### src/rtl/hcbd_pkg.sv
// Shared types and constants for the HTTP chunked body decoder.
// No dependencies; imported by every rtl module of the block.
package hcbd_pkg;

   localparam int SIZE_BITS_DEFAULT = 32;
   localparam int QUEUE_DEPTH       = 4;

   localparam logic [7:0] CHAR_TAB   = 8'h09;
   localparam logic [7:0] CHAR_LF    = 8'h0A;
   localparam logic [7:0] CHAR_VT    = 8'h0B;
   localparam logic [7:0] CHAR_FF    = 8'h0C;
   localparam logic [7:0] CHAR_CR    = 8'h0D;
   localparam logic [7:0] CHAR_SPACE = 8'h20;

   typedef enum logic [1:0] {
      KIND_PAYLOAD = 2'd0,
      KIND_END     = 2'd1,
      KIND_ERROR   = 2'd2
   } kind_type;

   typedef enum logic [3:0] {
      PH_SKIP_WS  = 4'd0,
      PH_DIGITS   = 4'd1,
      PH_EXT      = 4'd2,
      PH_SIZE_LF  = 4'd3,
      PH_DATA     = 4'd4,
      PH_TRAIL_CR = 4'd5,
      PH_TRAIL_LF = 4'd6,
      PH_DONE     = 4'd7,
      PH_ERROR    = 4'd8
   } phase_type;

   // One classified request as it sits in the queue.
   typedef struct packed {
      logic [7:0] data_byte;
      logic       message_start;
      logic       is_hex;
      logic [3:0] hex_digit;
      logic       is_space;
      logic       is_cr;
      logic       is_lf;
   } class_type;

endpackage

### src/rtl/http_chunked_body_decoder_top.sv
// Top level of the HTTP/1.1 chunked body decoder.
// Depends on hcbd_pkg, hcbd_front, hcbd_queue and hcbd_back.
//
// Usage:
//   Request channel (req_*): one raw body byte per request. req_tuser marks a
//   message start; that byte is parsed from a cleared decoder state.
//   Response channel (rsp_*): at most one response per request byte: a payload
//   byte, a last-chunk marker, or a framing error (sticky until message start).
//   Leading whitespace, size digits, chunk extensions, CR LF and trailers give
//   no response.
// Throughput: one request per clock, sustained while rsp_tready stays high. A
//   four-entry queue sits between the classifier and the framing state machine,
//   so request intake keeps running while a response waits in the output register.
// Path: the queue entry is written at the accepting edge; the response register
//   loads when the framing state machine pops that entry.
// Reset: synchronous, active high; empties the queue, drops any pending
//   response and returns the parser to waiting for a chunk size.
// Stall: with rsp_tready low and a response pending, the response register holds;
//   the queue then fills and req_tready drops when it is full.
module http_chunked_body_decoder_top #(
   parameter int SIZE_BITS = hcbd_pkg::SIZE_BITS_DEFAULT
) (
   input  logic       clock,
   input  logic       reset,
   input  logic       req_tvalid,
   output logic       req_tready,
   input  logic [7:0] req_tdata,   // [7:0] data_byte
   input  logic       req_tuser,   // [0] message_start
   output logic       rsp_tvalid,
   input  logic       rsp_tready,
   output logic [7:0] rsp_tdata,   // [7:0] payload_byte
   output logic [1:0] rsp_tuser    // [1:0] result_kind
);
   import hcbd_pkg::*;

   logic      q_wr_valid, q_wr_ready;
   class_type q_wr_data;
   logic      q_rd_valid, q_rd_ready;
   class_type q_rd_data;

   // classify each request byte as it arrives
   hcbd_front u_front (
      .req_valid     (req_tvalid),
      .req_ready     (req_tready),
      .data_byte     (req_tdata),
      .message_start (req_tuser),
      .q_wr_valid    (q_wr_valid),
      .q_wr_ready    (q_wr_ready),
      .q_wr_data     (q_wr_data)
   );

   // decouples intake from the framing state machine
   hcbd_queue u_queue (
      .clock    (clock),
      .reset    (reset),
      .wr_valid (q_wr_valid),
      .wr_ready (q_wr_ready),
      .wr_data  (q_wr_data),
      .rd_valid (q_rd_valid),
      .rd_ready (q_rd_ready),
      .rd_data  (q_rd_data)
   );

   // framing state machine; pops one entry per cycle unless the response stalls
   hcbd_back #(
      .SIZE_BITS (SIZE_BITS)
   ) u_back (
      .clock        (clock),
      .reset        (reset),
      .q_valid      (q_rd_valid),
      .q_ready      (q_rd_ready),
      .q_data       (q_rd_data),
      .rsp_valid    (rsp_tvalid),
      .rsp_ready    (rsp_tready),
      .result_kind  (rsp_tuser),
      .payload_byte (rsp_tdata)
   );

endmodule

### src/rtl/hcbd_front.sv
// Front end: takes request bytes and classifies them (hex digit, whitespace, CR, LF).
// Depends on hcbd_pkg.
module hcbd_front (
   input  logic                 req_valid,
   output logic                 req_ready,
   input  logic [7:0]           data_byte,
   input  logic                 message_start,
   output logic                 q_wr_valid,
   input  logic                 q_wr_ready,
   output hcbd_pkg::class_type  q_wr_data
);
   import hcbd_pkg::*;

   logic [7:0] c;

   assign c          = data_byte;
   assign req_ready  = q_wr_ready;
   assign q_wr_valid = req_valid;

   always_comb begin
      q_wr_data               = '0;
      q_wr_data.data_byte     = c;
      q_wr_data.message_start = message_start;
      q_wr_data.is_cr         = (c == CHAR_CR);
      q_wr_data.is_lf         = (c == CHAR_LF);
      q_wr_data.is_space      = (c == CHAR_SPACE) || (c == CHAR_TAB) || (c == CHAR_LF) ||
                                (c == CHAR_VT) || (c == CHAR_FF) || (c == CHAR_CR);
      if (c >= 8'h30 && c <= 8'h39) begin
         q_wr_data.is_hex    = 1'b1;
         q_wr_data.hex_digit = c[3:0];
      end else if ((c >= 8'h61 && c <= 8'h66) || (c >= 8'h41 && c <= 8'h46)) begin
         // a..f and A..F share low bits 1..6
         q_wr_data.is_hex    = 1'b1;
         q_wr_data.hex_digit = c[3:0] + 4'd9;
      end
   end

endmodule

### src/rtl/hcbd_queue.sv
// Short queue of classified requests between front end and back end.
// Depends on hcbd_pkg.
module hcbd_queue (
   input  logic                 clock,
   input  logic                 reset,
   input  logic                 wr_valid,
   output logic                 wr_ready,
   input  hcbd_pkg::class_type  wr_data,
   output logic                 rd_valid,
   input  logic                 rd_ready,
   output hcbd_pkg::class_type  rd_data
);
   import hcbd_pkg::*;

   localparam int PTR_BITS = $clog2(QUEUE_DEPTH);
   localparam int CNT_BITS = $clog2(QUEUE_DEPTH + 1);

   class_type           mem_ff [QUEUE_DEPTH];
   logic [PTR_BITS-1:0] wr_ptr_ff, wr_ptr_in;
   logic [PTR_BITS-1:0] rd_ptr_ff, rd_ptr_in;
   logic [CNT_BITS-1:0] count_ff, count_in;
   logic                push, pop;

   assign wr_ready = (count_ff != CNT_BITS'(QUEUE_DEPTH));
   assign rd_valid = (count_ff != '0);
   assign rd_data  = mem_ff[rd_ptr_ff];
   assign push     = wr_valid && wr_ready;
   assign pop      = rd_valid && rd_ready;

   always_comb begin
      wr_ptr_in = push ? PTR_BITS'(wr_ptr_ff + 1'b1) : wr_ptr_ff;
      rd_ptr_in = pop  ? PTR_BITS'(rd_ptr_ff + 1'b1) : rd_ptr_ff;
      count_in  = count_ff;
      if (push && !pop) begin
         count_in = CNT_BITS'(count_ff + 1'b1);
      end else if (pop && !push) begin
         count_in = CNT_BITS'(count_ff - 1'b1);
      end
   end

   always_ff @(posedge clock) begin
      if (reset) begin
         wr_ptr_ff <= '0;
         rd_ptr_ff <= '0;
         count_ff  <= '0;
      end else begin
         wr_ptr_ff <= wr_ptr_in;
         rd_ptr_ff <= rd_ptr_in;
         count_ff  <= count_in;
      end
   end

   always_ff @(posedge clock) begin
      if (push) begin
         mem_ff[wr_ptr_ff] <= wr_data;
      end
   end

endmodule

### src/rtl/hcbd_back.sv
// Back end: chunk framing state machine plus the registered result stage.
// Depends on hcbd_pkg.
module hcbd_back #(
   parameter int SIZE_BITS = hcbd_pkg::SIZE_BITS_DEFAULT
) (
   input  logic                 clock,
   input  logic                 reset,
   input  logic                 q_valid,
   output logic                 q_ready,
   input  hcbd_pkg::class_type  q_data,
   output logic                 rsp_valid,
   input  logic                 rsp_ready,
   output logic [1:0]           result_kind,
   output logic [7:0]           payload_byte
);
   import hcbd_pkg::*;

   phase_type            phase_ff, phase_in, phase_cur;
   logic [SIZE_BITS-1:0] remaining_ff, remaining_in, remaining_cur, remaining_dec;
   logic                 rsp_valid_ff, rsp_valid_in;
   kind_type             kind_ff, kind_in;
   logic [7:0]           byte_ff, byte_in;
   logic                 take, emit;
   logic                 size_full;

   assign q_ready = !rsp_valid_ff || rsp_ready;
   assign take    = q_valid && q_ready;

   // message_start restarts the parse on this very byte
   assign phase_cur     = q_data.message_start ? PH_SKIP_WS : phase_ff;
   assign remaining_cur = q_data.message_start ? '0 : remaining_ff;
   assign remaining_dec = remaining_cur - 1'b1;
   assign size_full     = (remaining_cur[SIZE_BITS-1 -: 4] != 4'd0);

   // next state
   always_comb begin
      phase_in     = phase_cur;
      remaining_in = remaining_cur;
      case (phase_cur)
         PH_SKIP_WS: begin
            if (!q_data.is_space) begin
               if (q_data.is_hex) begin
                  phase_in     = PH_DIGITS;
                  remaining_in = SIZE_BITS'(q_data.hex_digit);
               end else begin
                  phase_in     = PH_ERROR;
                  remaining_in = '0;
               end
            end
         end
         PH_DIGITS: begin
            if (q_data.is_hex) begin
               if (size_full) begin
                  phase_in     = PH_ERROR;
                  remaining_in = '0;
               end else begin
                  remaining_in = {remaining_cur[SIZE_BITS-5:0], q_data.hex_digit};
               end
            end else begin
               phase_in = q_data.is_cr ? PH_SIZE_LF : PH_EXT;
            end
         end
         PH_EXT: begin
            if (q_data.is_cr) begin
               phase_in = PH_SIZE_LF;
            end
         end
         PH_SIZE_LF: begin
            if (!q_data.is_lf) begin
               phase_in     = PH_ERROR;
               remaining_in = '0;
            end else if (remaining_cur == '0) begin
               phase_in = PH_DONE;
            end else begin
               phase_in = PH_DATA;
            end
         end
         PH_DATA: begin
            remaining_in = remaining_dec;
            if (remaining_dec == '0) begin
               phase_in = PH_TRAIL_CR;
            end
         end
         PH_TRAIL_CR: begin
            if (!q_data.is_cr) begin
               phase_in     = PH_ERROR;
               remaining_in = '0;
            end else begin
               phase_in = PH_TRAIL_LF;
            end
         end
         PH_TRAIL_LF: begin
            if (!q_data.is_lf) begin
               phase_in = PH_ERROR;
            end else begin
               phase_in = PH_SKIP_WS;
            end
            remaining_in = '0;
         end
         default: begin
            phase_in     = phase_cur;
            remaining_in = remaining_cur;
         end
      endcase
   end

   // result of the byte being taken
   always_comb begin
      emit    = 1'b0;
      kind_in = KIND_PAYLOAD;
      byte_in = 8'd0;
      case (phase_cur)
         PH_SKIP_WS: begin
            if (!q_data.is_space && !q_data.is_hex) begin
               emit    = 1'b1;
               kind_in = KIND_ERROR;
            end
         end
         PH_DIGITS: begin
            if (q_data.is_hex && size_full) begin
               emit    = 1'b1;
               kind_in = KIND_ERROR;
            end
         end
         PH_SIZE_LF: begin
            if (!q_data.is_lf) begin
               emit    = 1'b1;
               kind_in = KIND_ERROR;
            end else if (remaining_cur == '0) begin
               emit    = 1'b1;
               kind_in = KIND_END;
            end
         end
         PH_DATA: begin
            emit    = 1'b1;
            kind_in = KIND_PAYLOAD;
            byte_in = q_data.data_byte;
         end
         PH_TRAIL_CR: begin
            if (!q_data.is_cr) begin
               emit    = 1'b1;
               kind_in = KIND_ERROR;
            end
         end
         PH_TRAIL_LF: begin
            if (!q_data.is_lf) begin
               emit    = 1'b1;
               kind_in = KIND_ERROR;
            end
         end
         default: begin
            emit = 1'b0;
         end
      endcase
   end

   always_comb begin
      rsp_valid_in = rsp_valid_ff && !rsp_ready;
      if (take && emit) begin
         rsp_valid_in = 1'b1;
      end
   end

   always_ff @(posedge clock) begin
      if (reset) begin
         phase_ff     <= PH_SKIP_WS;
         remaining_ff <= '0;
         rsp_valid_ff <= 1'b0;
      end else begin
         rsp_valid_ff <= rsp_valid_in;
         if (take) begin
            phase_ff     <= phase_in;
            remaining_ff <= remaining_in;
         end
      end
   end

   always_ff @(posedge clock) begin
      if (take && emit) begin
         kind_ff <= kind_in;
         byte_ff <= byte_in;
      end
   end

   assign rsp_valid    = rsp_valid_ff;
   assign result_kind  = kind_ff;
   assign payload_byte = byte_ff;

endmodule
### config.mk
export PLATFORM = sky130hd
export DESIGN_NAME = http_chunked_body_decoder_top
export DESIGN_NICKNAME = d
export VERILOG_FILES = /design/src/rtl/hcbd_pkg.sv /design/src/rtl/http_chunked_body_decoder_top.sv /design/src/rtl/hcbd_front.sv /design/src/rtl/hcbd_queue.sv /design/src/rtl/hcbd_back.sv
export SDC_FILE = /design/constraint.sdc
export NUM_CORES = 1
export LEC_CHECK = 0
export BUFFER_PORTS_ARGS = -buffer_cell sky130_fd_sc_hd__buf_2
export CAP_MARGIN = 20
export CORE_MARGIN = 2
export CORE_UTILIZATION = 60
export CTS_CLUSTER_DIAMETER = 200
export CTS_CLUSTER_SIZE = 30
export DETAILED_ROUTE_END_ITERATION = 6
export PLACE_DENSITY = 0.87
export SYNTH_ARGS = -nofsm -noshare
export SYNTH_HDL_FRONTEND = slang
export SYNTH_HIERARCHICAL = 1
export SYNTH_SLANG_ARGS = --single-unit
### constraint.sdc
create_clock -name clock -period 11.2 [get_ports clock]
set_input_delay 1.12 -clock clock [delete_from_list [all_inputs] [get_ports clock]]
set_output_delay 1.12 -clock clock [all_outputs]
set_load 0.05 [all_outputs]
==> results of run 1 <==
## placed cells by master, fill, tap and decap left out, types with 9 or more instances in the layout
| master | netlist | layout |
|---|---|---|
| a21o_1 | 10 | 10 |
| a21oi_1 | 40 | 40 |
| and3_1 | 11 | 11 |
| buf_2 | 10 | 24 |
| buf_4 | 11 | 9 |
| clkbuf_16 | 0 | 17 |
| dfxtp_1 | 46 | 46 |
| edfxtp_1 | 78 | 78 |
| ha_1 | 11 | 11 |
| inv_1 | 20 | 20 |
| mux4_2 | 10 | 10 |
| nand2_1 | 51 | 51 |
| nand3_1 | 9 | 9 |
| nor2_1 | 57 | 57 |
| nor3_1 | 15 | 15 |
| nor4_1 | 18 | 18 |
| o21ai_0 | 49 | 49 |
| xnor2_1 | 11 | 11 |
| xor2_1 | 13 | 13 |
## final timing paths
check	from	endpoint	slack [ps]
hold reg to reg	u_queue/wr_ptr_ff[1]	u_queue/wr_ptr_ff[1]	520
setup reg to reg	flop	u_back/payload_byte[4]	6880
setup / recovery	flop	u_back/payload_byte[4]	6880
hold / removal	u_queue/wr_ptr_ff[1]	u_queue/wr_ptr_ff[1]	520
## worst register-to-register path, delay by kind of cell, from the launching register on
family / cells / cell delay [ps]
simple gates: 3 / 560
buf+inv: 3 / 830
flops: 1 / 850
compound gates: 2 / 330
fa+ha+maj: 1 / 420
mux: 1 / 970
## sequential cells by signal, summed over array words and instances (netlist names), named ones only
signal	flops
u_back/payload_byte	8
u_back/phase_ff	4
u_back/remaining_ff	32
u_back/result_kind	2
u_back/rsp_valid	1
u_queue/count_ff	3
u_queue/mem_ff	68
u_queue/rd_ptr_ff	2
u_queue/wr_ptr_ff	2
## power groups by stage
stage                     Clock [W]  Sequential, W  Combinational, W
after floorplan                   0       0.000665          0.000794
after detailed placement          0       0.000705          0.000993
after CTS                  0.000547       0.000698           0.00101
after global placement            0       0.000699          0.000969
final                      0.000542       0.000704           0.00104
after global routing       0.000563       0.000716           0.00112
## Yosys cell counts (all sizes together), types with 9 or more instances
library cell,count,share of area (%)
nand2,51,2.7
edfxtp,78,33
mux4,17,5.8
inv,20,1.1
clkbuf,41,2.2
nand3,9,0.64
xor2,13,1.6
a21oi,41,3.0
a21o,10,1.1
nor3,16,1.2
ha,11,2.0
nor2,57,3.0
dfxtp,46,13
xnor2,11,1.4
and3,11,0.98
nor4,22,2.6
buf,27,2.8
o21ai,50,3.6
## stage by stage
step | instance area (um2) | hold WS [ps] | instances | util, % | setup WS (ps)
4_1_cts | 7651 | 531.4 | 828 | 67.01 | 6942
2_1_floorplan | 7048 | 482.0 | 688 | - | 7303
3_3_place_gp | 7067 | 493.2 | 796 | 61.89 | 7081
6_report | 7651 | 523.7 | 828 | 67.01 | 6883
3_5_place_dp | 7067 | 520.7 | 796 | 61.89 | 7017
5_1_grt | 7651 | 547.3 | 828 | 67.01 | 6482
## cells by family after synthesis
| kind of cell | count (synthesis) | synth area share, % |
|---|---|---|
| buffers and inverters | 88 | 6.000 |
| AND/OR/NAND/NOR | 236 | 18.57 |
| flip-flops | 124 | 46.30 |
| multiplexers | 21 | 6.409 |
| adder cells (fa/ha/maj) | 12 | 2.237 |
| XOR/XNOR | 24 | 2.982 |
| AO/OA/AOI/OAI | 183 | 17.50 |
## per-layer routing
metal / global-route usage [%] / routed length [um]
met1: 39.87 / 7226
met2: 48.07 / 9055
met3: 6.803 / 1681
met4: 15.04 / 743
met5: 0 / 0
## layout make-up
type | count | area (um2) | area share [%]
Multi-Input combinational cell | 476 | 3362 | 43.94
Clock buffer | 19 | 442.9 | 5.789
Sequential cell | 124 | 3263 | 42.65
Tap cell | 143 | 178.9 | 2.339
Inverter | 20 | 75.07 | 0.9812
Clock inverter | 13 | 141.4 | 1.848
Timing Repair Buffer | 33 | 187.7 | 2.453
==> summary.txt, run 1 <==
Run status
  • Failing checks: DRC
  • Status: finished, violations left

Timing
  • Max Fclk: 231.7 MHz
  • Final-report max-slew violation count: 0
  • Final count of hold timing violations: 0
  • Setup_tns: 0 ps
  • RSZ-0062 raised after global routing: no
  • Relative slew slack: 23.82%
  • Fin crit period: 4317 ps
  • Worst Max-Slew Pin Slew: 1138 ps
  • Period Utilization, post-route: 38.54%
  • Clock Skews: 11.07 ps
  • # setup viols final: 0

Power
  • P_sw: 0.001017 W
  • Sequential share of power: 30.8%
  • Power Total: 0.002289 W
  • VDD IR max: 181.0 uV
  • Clk pwr share: 23.7%
  • Sw Ratio: 44.42%
  • Leak: 2.725 nW
  • Power density over the cells: 299.2 mW/mm2
  • Logic pwr share: 45.6%
  • Internal power: 0.001272 W

Logic synthesis
  • Top_reg_cell synth: edfxtp_1
  • Avg Cell Area, Syn: 10.24 um2
  • Synth warn: 6
  • Sequential element share of the synthesized area: 46.30%
  • Post-Syn Area: 0.007048 mm2
  • Post-Synthesis Net Count: 713
  • Yosys cell types: 85
  • Seq cells post-synth: 124
  • FFs w/ async S/R, synth: 0%
  • Synth Instances: 688
  • Number of synthesized flops with an enable pin: 78

Clock tree
  • Clk slew on worst S/H paths: 60 ps
  • Clock latency on the worst-skew pair: 410 ps
  • H-tree depth: 4
  • Hold_buf cts: 0
  • PostCTS Resize Cnt: 0
  • Number of buffers created by CTS: 17
  • CTS max path bufs: 2
  • Root Buffer: clkbuf_16
  • CTS tree: built
  • # Post-CTS Setup Buffers: 0
  • Clk sinks: 124

Global route
  • First-pass GRT wire length: 30080 um
  • Vias in the first global route: 5598
  • Grt ovf: 0
  • Largest net degree at the start of global routing: 49
  • Initial antenna violation count: 0
  • Total GRT Usage: 30.39%

Placed design
  • Detailed placer's ending HPWL: 11420 um
  • Routability congestion estimate: 0.9408
  • PortBufs: 24

Setup path
  • Crit Path Max Fanout: 47
  • WP data arrival: 4390 ps
  • Cell family with most CP delay: multiplexers
  • Max incr delay on CP: 970 ps
  • CP Cell Sequence: mux4_2 > inv_1 > nand2_1 > ha_1 > inv_1 > nor3b_1 > nand4_1 > a21oi_1 > o31ai_1 > inv_1
  • WP buf/inv: 3
  • Worst path slowest cell: mux4_2
  • Nature of the critical path endpoint: flop
  • Cell depth of the worst setup path: 10
  • CP dominant cell by count: inv_1
  • Critical path required time: 11270 ps
  • Crit Path Class: reg -> reg
  • Critical path startpoint category: flop
  • R2R depth: 10

Drt
  • Remaining DRCs: 3
  • Routed WL: 18710 um
  • Drt pass-1 iters: 7
  • Vias/cell: 7.046
  • Via count: 5834
  • DRT iter0 DRCs: 854
  • Final ANT Viol Nets: 0
  • WL per Instance: 22.59 um

Min path
  • Hold depth: 2
  • Worst min path class: reg -> reg

Floorplan
  • Die W: 112.4 um
  • Die Ht: 112.4 um
  • Initial Utilization: 61.72%
  • Core footprint: 0.01142 mm2
  • FP Rows: 39
  • Ports: 25
  • Die ar.: 0.01263 mm2

Final layout
  • Share of post-route cells with drive strength above 1: 13.43%
  • Filler cells: 852
  • ANT cells: 0
  • Final nets: 697
  • P&R area growth vs syn: 8.557%

Job
  • Maxcap violations: 0
Power figures use the tool's default switching activity.
==> run 2, diff against run 1 <==
--- a/config.mk
+++ b/config.mk
@@ -5,14 +5,15 @@
 export SDC_FILE = /design/constraint.sdc
 export NUM_CORES = 1
 export LEC_CHECK = 0
+export ABC_AREA = 1
 export BUFFER_PORTS_ARGS = -buffer_cell sky130_fd_sc_hd__buf_2
 export CAP_MARGIN = 20
 export CORE_MARGIN = 2
-export CORE_UTILIZATION = 60
+export CORE_UTILIZATION = 57
 export CTS_CLUSTER_DIAMETER = 200
 export CTS_CLUSTER_SIZE = 30
 export DETAILED_ROUTE_END_ITERATION = 6
-export PLACE_DENSITY = 0.87
+export PLACE_DENSITY = 0.86
 export SYNTH_ARGS = -nofsm -noshare
 export SYNTH_HDL_FRONTEND = slang
 export SYNTH_HIERARCHICAL = 1
==> constraint.sdc (replaced) <==
create_clock -name clock -period 3.7 [get_ports clock]
set_input_delay 0.37 -clock clock [delete_from_list [all_inputs] [get_ports clock]]
set_output_delay 0.37 -clock clock [all_outputs]
set_load 0.05 [all_outputs]
==> run 2 against run 1 <==
Worst setup slack worse by 6700 ps. Non-clock buffer count is 8 higher. The run still ends with DRC left. Global-route usage is 1.3 points lower. Via count is 18% higher. Count of clock-buffer cells in the layout is 1 higher.
==> summary.txt, run 2 <==
Clock tree
  • Clk slew on worst S/H paths: 60 ps (about the same)
  • H-tree depth: 4 (unchanged)
  • Clock latency on the worst-skew pair: 430 ps (+20 ps)
  • # Post-CTS Setup Buffers: 0 (unchanged)
  • Number of buffers created by CTS: 17 (unchanged)
  • CTS tree: built
  • Hold_buf cts: 0 (unchanged)
  • Root Buffer: clkbuf_16
  • CTS max path bufs: 2 (unchanged)
  • PostCTS Resize Cnt: 0 (unchanged)
  • Clk sinks: 124 (unchanged)

Logic synthesis
  • Post-Synthesis Net Count: 989 (+39%)
  • Most instantiated library cell after synthesis: nand2_1
  • Sequential element share of the synthesized area: 43.44% (-2.9 points)
  • Synth Instances: 964 (+40%)
  • Top_reg_cell synth: edfxtp_1
  • Synth top area share: 31.18% (-2.1 points)
  • Avg Cell Area, Syn: 7.793 um2 (-24%)
  • Number of synthesized flops with an enable pin: 78 (unchanged)
  • Synth warn: 6 (unchanged)
  • FFs w/ async S/R, synth: 0% (unchanged)
  • Yosys cell types: 44 (-48%)
  • Synth top area cells: edfxtp_1 31%, dfxtp_1 12%, nand2_1 11%
  • Seq cells post-synth: 124 (unchanged)
  • Post-Syn Area: 0.007512 mm2 (+6.6%)
  • Cell taking the most area after synthesis: edfxtp_1
  • Most frequent cells after synthesis: 227 x nand2_1, 127 x nor2_1, 96 x inv_1

Timing
  • Setup_tns: 0 ps (unchanged)
  • Final count of hold timing violations: 0 (unchanged)
  • Max Fclk: 284.5 MHz (+23%)
  • Relative slew slack: 40.88% (+17 points)
  • # setup viols final: 0 (unchanged)
  • RSZ-0062 raised after global routing: no
  • Worst Max-Slew Pin Slew: 885.9 ps (-252.6 ps)
  • Fin crit period: 3515 ps (-801.4 ps)
  • Clock Skews: 7.248 ps (-3.819 ps)
  • Period Utilization, post-route: 95.00% (+56 points)
  • Final-report max-slew violation count: 0 (unchanged)
  • Hold Slack: 169.8 ps (-353.9 ps)

Run status
  • Failing checks: DRC
  • Status: finished, violations left

Setup path
  • Crit Path Class: reg -> reg
  • Nature of the critical path endpoint: flop
  • Worst path slowest cell: dfxtp_1
  • Crit Reg-Reg Endpoint: u_back/remaining_ff[1]
  • Critical path startpoint category: flop
  • CP dominant cell by count: nand2_1
  • Crit Path Max Fanout: 19 (-60%)
  • Critical path required time: 4020 ps (-7250 ps)
  • Cell family with most CP delay: simple AND/OR/NAND/NOR gates
  • WP buf/inv: 4 (+1)
  • R2R depth: 17 (+7)
  • WP data arrival: 3830 ps (-560 ps)
  • Max incr delay on CP: 490 ps (-480 ps)
  • CP Cell Sequence: inv_6 > nor2_1 > o22ai_2 > inv_2 > nand2_1 > nor2_2 > o21ai_1 > o21ai_1 > nand2_1 > nor2_2 > nand2_2 > inv_2 > nor3_1 > a21oi_1 > o21ai_0 > nand2_1 > inv_1
  • Register-to-register setup slack: 180 ps (-6700 ps)

Min path
  • Worst min path class: in -> reg
  • Hold depth: 1 (-1)
  • HP Start: req_tuser
  • Hold EP: u_queue/mem_ff[2][8]

Final layout
  • Post-route core utilization: 64.57% (-2.4 points)
  • P&R area growth vs syn: 9.344%
  • Commonest non-fill, non-tap cell in the layout: nand2_1
  • Largest register FFs: 68 (unchanged)
  • ANT cells: 0 (unchanged)
  • Share of post-route cells with drive strength above 1: 16.04% (+2.6 points)
  • Largest reg by FF count: u_queue/mem_ff
  • Most frequent cells in the layout: 227 x nand2_1, 127 x nor2_1, 96 x inv_1
  • Final nets: 1003 (+44%)

Drt
  • Final ANT Viol Nets: 0 (unchanged)
  • Via count: 6894 (+18%)
  • DRT iter0 DRCs: 1003 (+17%)
  • Drt pass-1 iters: 7 (unchanged)
  • Routed WL: 20000 um (+6.9%)
  • Vias/cell: 5.928 (-16%)
  • WL per Instance: 17.20 um (-24%)
  • Remaining DRCs: 1 (-2)

Global route
  • Vias in the first global route: 6609 (+18%)
  • Largest net degree at the start of global routing: 32 (-35%)
  • Grt ovf: 0 (unchanged)
  • First-pass GRT wire length: 32170 um (+7.0%)
  • Total GRT Usage: 29.05% (-1.3 points)
  • Initial antenna violation count: 0 (unchanged)

Floorplan
  • Core footprint: 0.01272 mm2 (+11%)
  • Die ar.: 0.01411 mm2 (+12%)
  • FP Rows: 41 (+5.1%)
  • Ports: 25 (unchanged)
  • Die Ht: 118.8 um (+5.7%)
  • Initial Utilization: 59.05% (-2.7 points)
  • Die W: 118.8 um (+5.7%)

Placed design
  • PortBufs: 24 (unchanged)
  • Detailed placer's ending HPWL: 13550 um (+19%)
  • Routability congestion estimate: 1.000 (+6.3%)

Job
  • Maxcap violations: 0 (unchanged)
[run 2: changes by cell type after synthesis, sizes merged, moves of 11 or more]
cell	delta
xnor2	-11
inv	+87
nor2	+92
o21ai	+58
and3	-11
mux4	-17
clkbuf	-28
o22ai	+25
nand2	+201
nor4	-22
nand3	+38
a21oi	-14
[run 2: kinds of logic after synthesis]
| group | count (synthesis) | share of synthesized area (%) |
|---|---|---|
| flip-flops | 124 | 43.44 |
| buffers and inverters | 154 | 9.744 |
| adder cells (fa/ha/maj) | 12 | 2.099 |
| XOR/XNOR | 4 | 0.4663 |
| AND/OR/NAND/NOR | 466 | 27.40 |
| AO/OA/AOI/OAI | 204 | 16.86 |
[run 2: metal layers]
layer / up-vias / global-route usage (%) / wire length [um]
li1: 3246 / - / -
met1: 3145 / 37.23 / 8018
met2: 433 / 44.50 / 8951
met3: 70 / 9.411 / 2342
met4: 0 / 13.69 / 685
met5: - / 0 / 0
[run 2: worst reg2reg max path: stages, from the launching register on]
cell and delay (ps):
dfxtp_1 490, inv_6 100, nor2_1 140, o22ai_2 130, inv_2 320, nand2_1 140
nor2_2 250, o21ai_1 190, o21ai_1 170, nand2_1 100, nor2_2 120, nand2_2 280
inv_2 430, nor3_1 130, a21oi_1 150, o21ai_0 110, nand2_1 70, inv_1 70
[run 2: area by class of cell]
cell class	count	area (um2)
Clock buffer	20	446.7
Fill cell	1052	4508
Multi-Input combinational cell	686	3517
Clock inverter	12	113.9
Inverter	108	410.4
Sequential cell	124	3263
Timing Repair Buffer	41	247.7
Tap cell	172	215.2
[run 2: worst max path at each step]
stage	to	slack [ps]	depth (start not counted)
after floorplan	u_back/payload_byte[0]	1000	17
after global placement	u_back/remaining_ff[1]	720	16
after detailed placement	u_back/remaining_ff[1]	410	17
after CTS	u_back/remaining_ff[1]	360	17
after global routing	u_back/remaining_ff[1]	50	17
final	u_back/remaining_ff[1]	180	17
[run 2: metrics by stage]
stage                     worst slack (ps)  instance area [um2]  std cells
after global placement               720.6                 7654       1131
final                                184.9                 8214       1163
after detailed placement             408.3                 7654       1131
after global routing                 47.18                 8214       1163
after CTS                            359.3                 8214       1163
after floorplan                       1005                 7512        964
Power of run 2 is left out: the tool's default activity adds up to more than one toggle a clock period on the data nets, which glitch-free logic cannot reach.
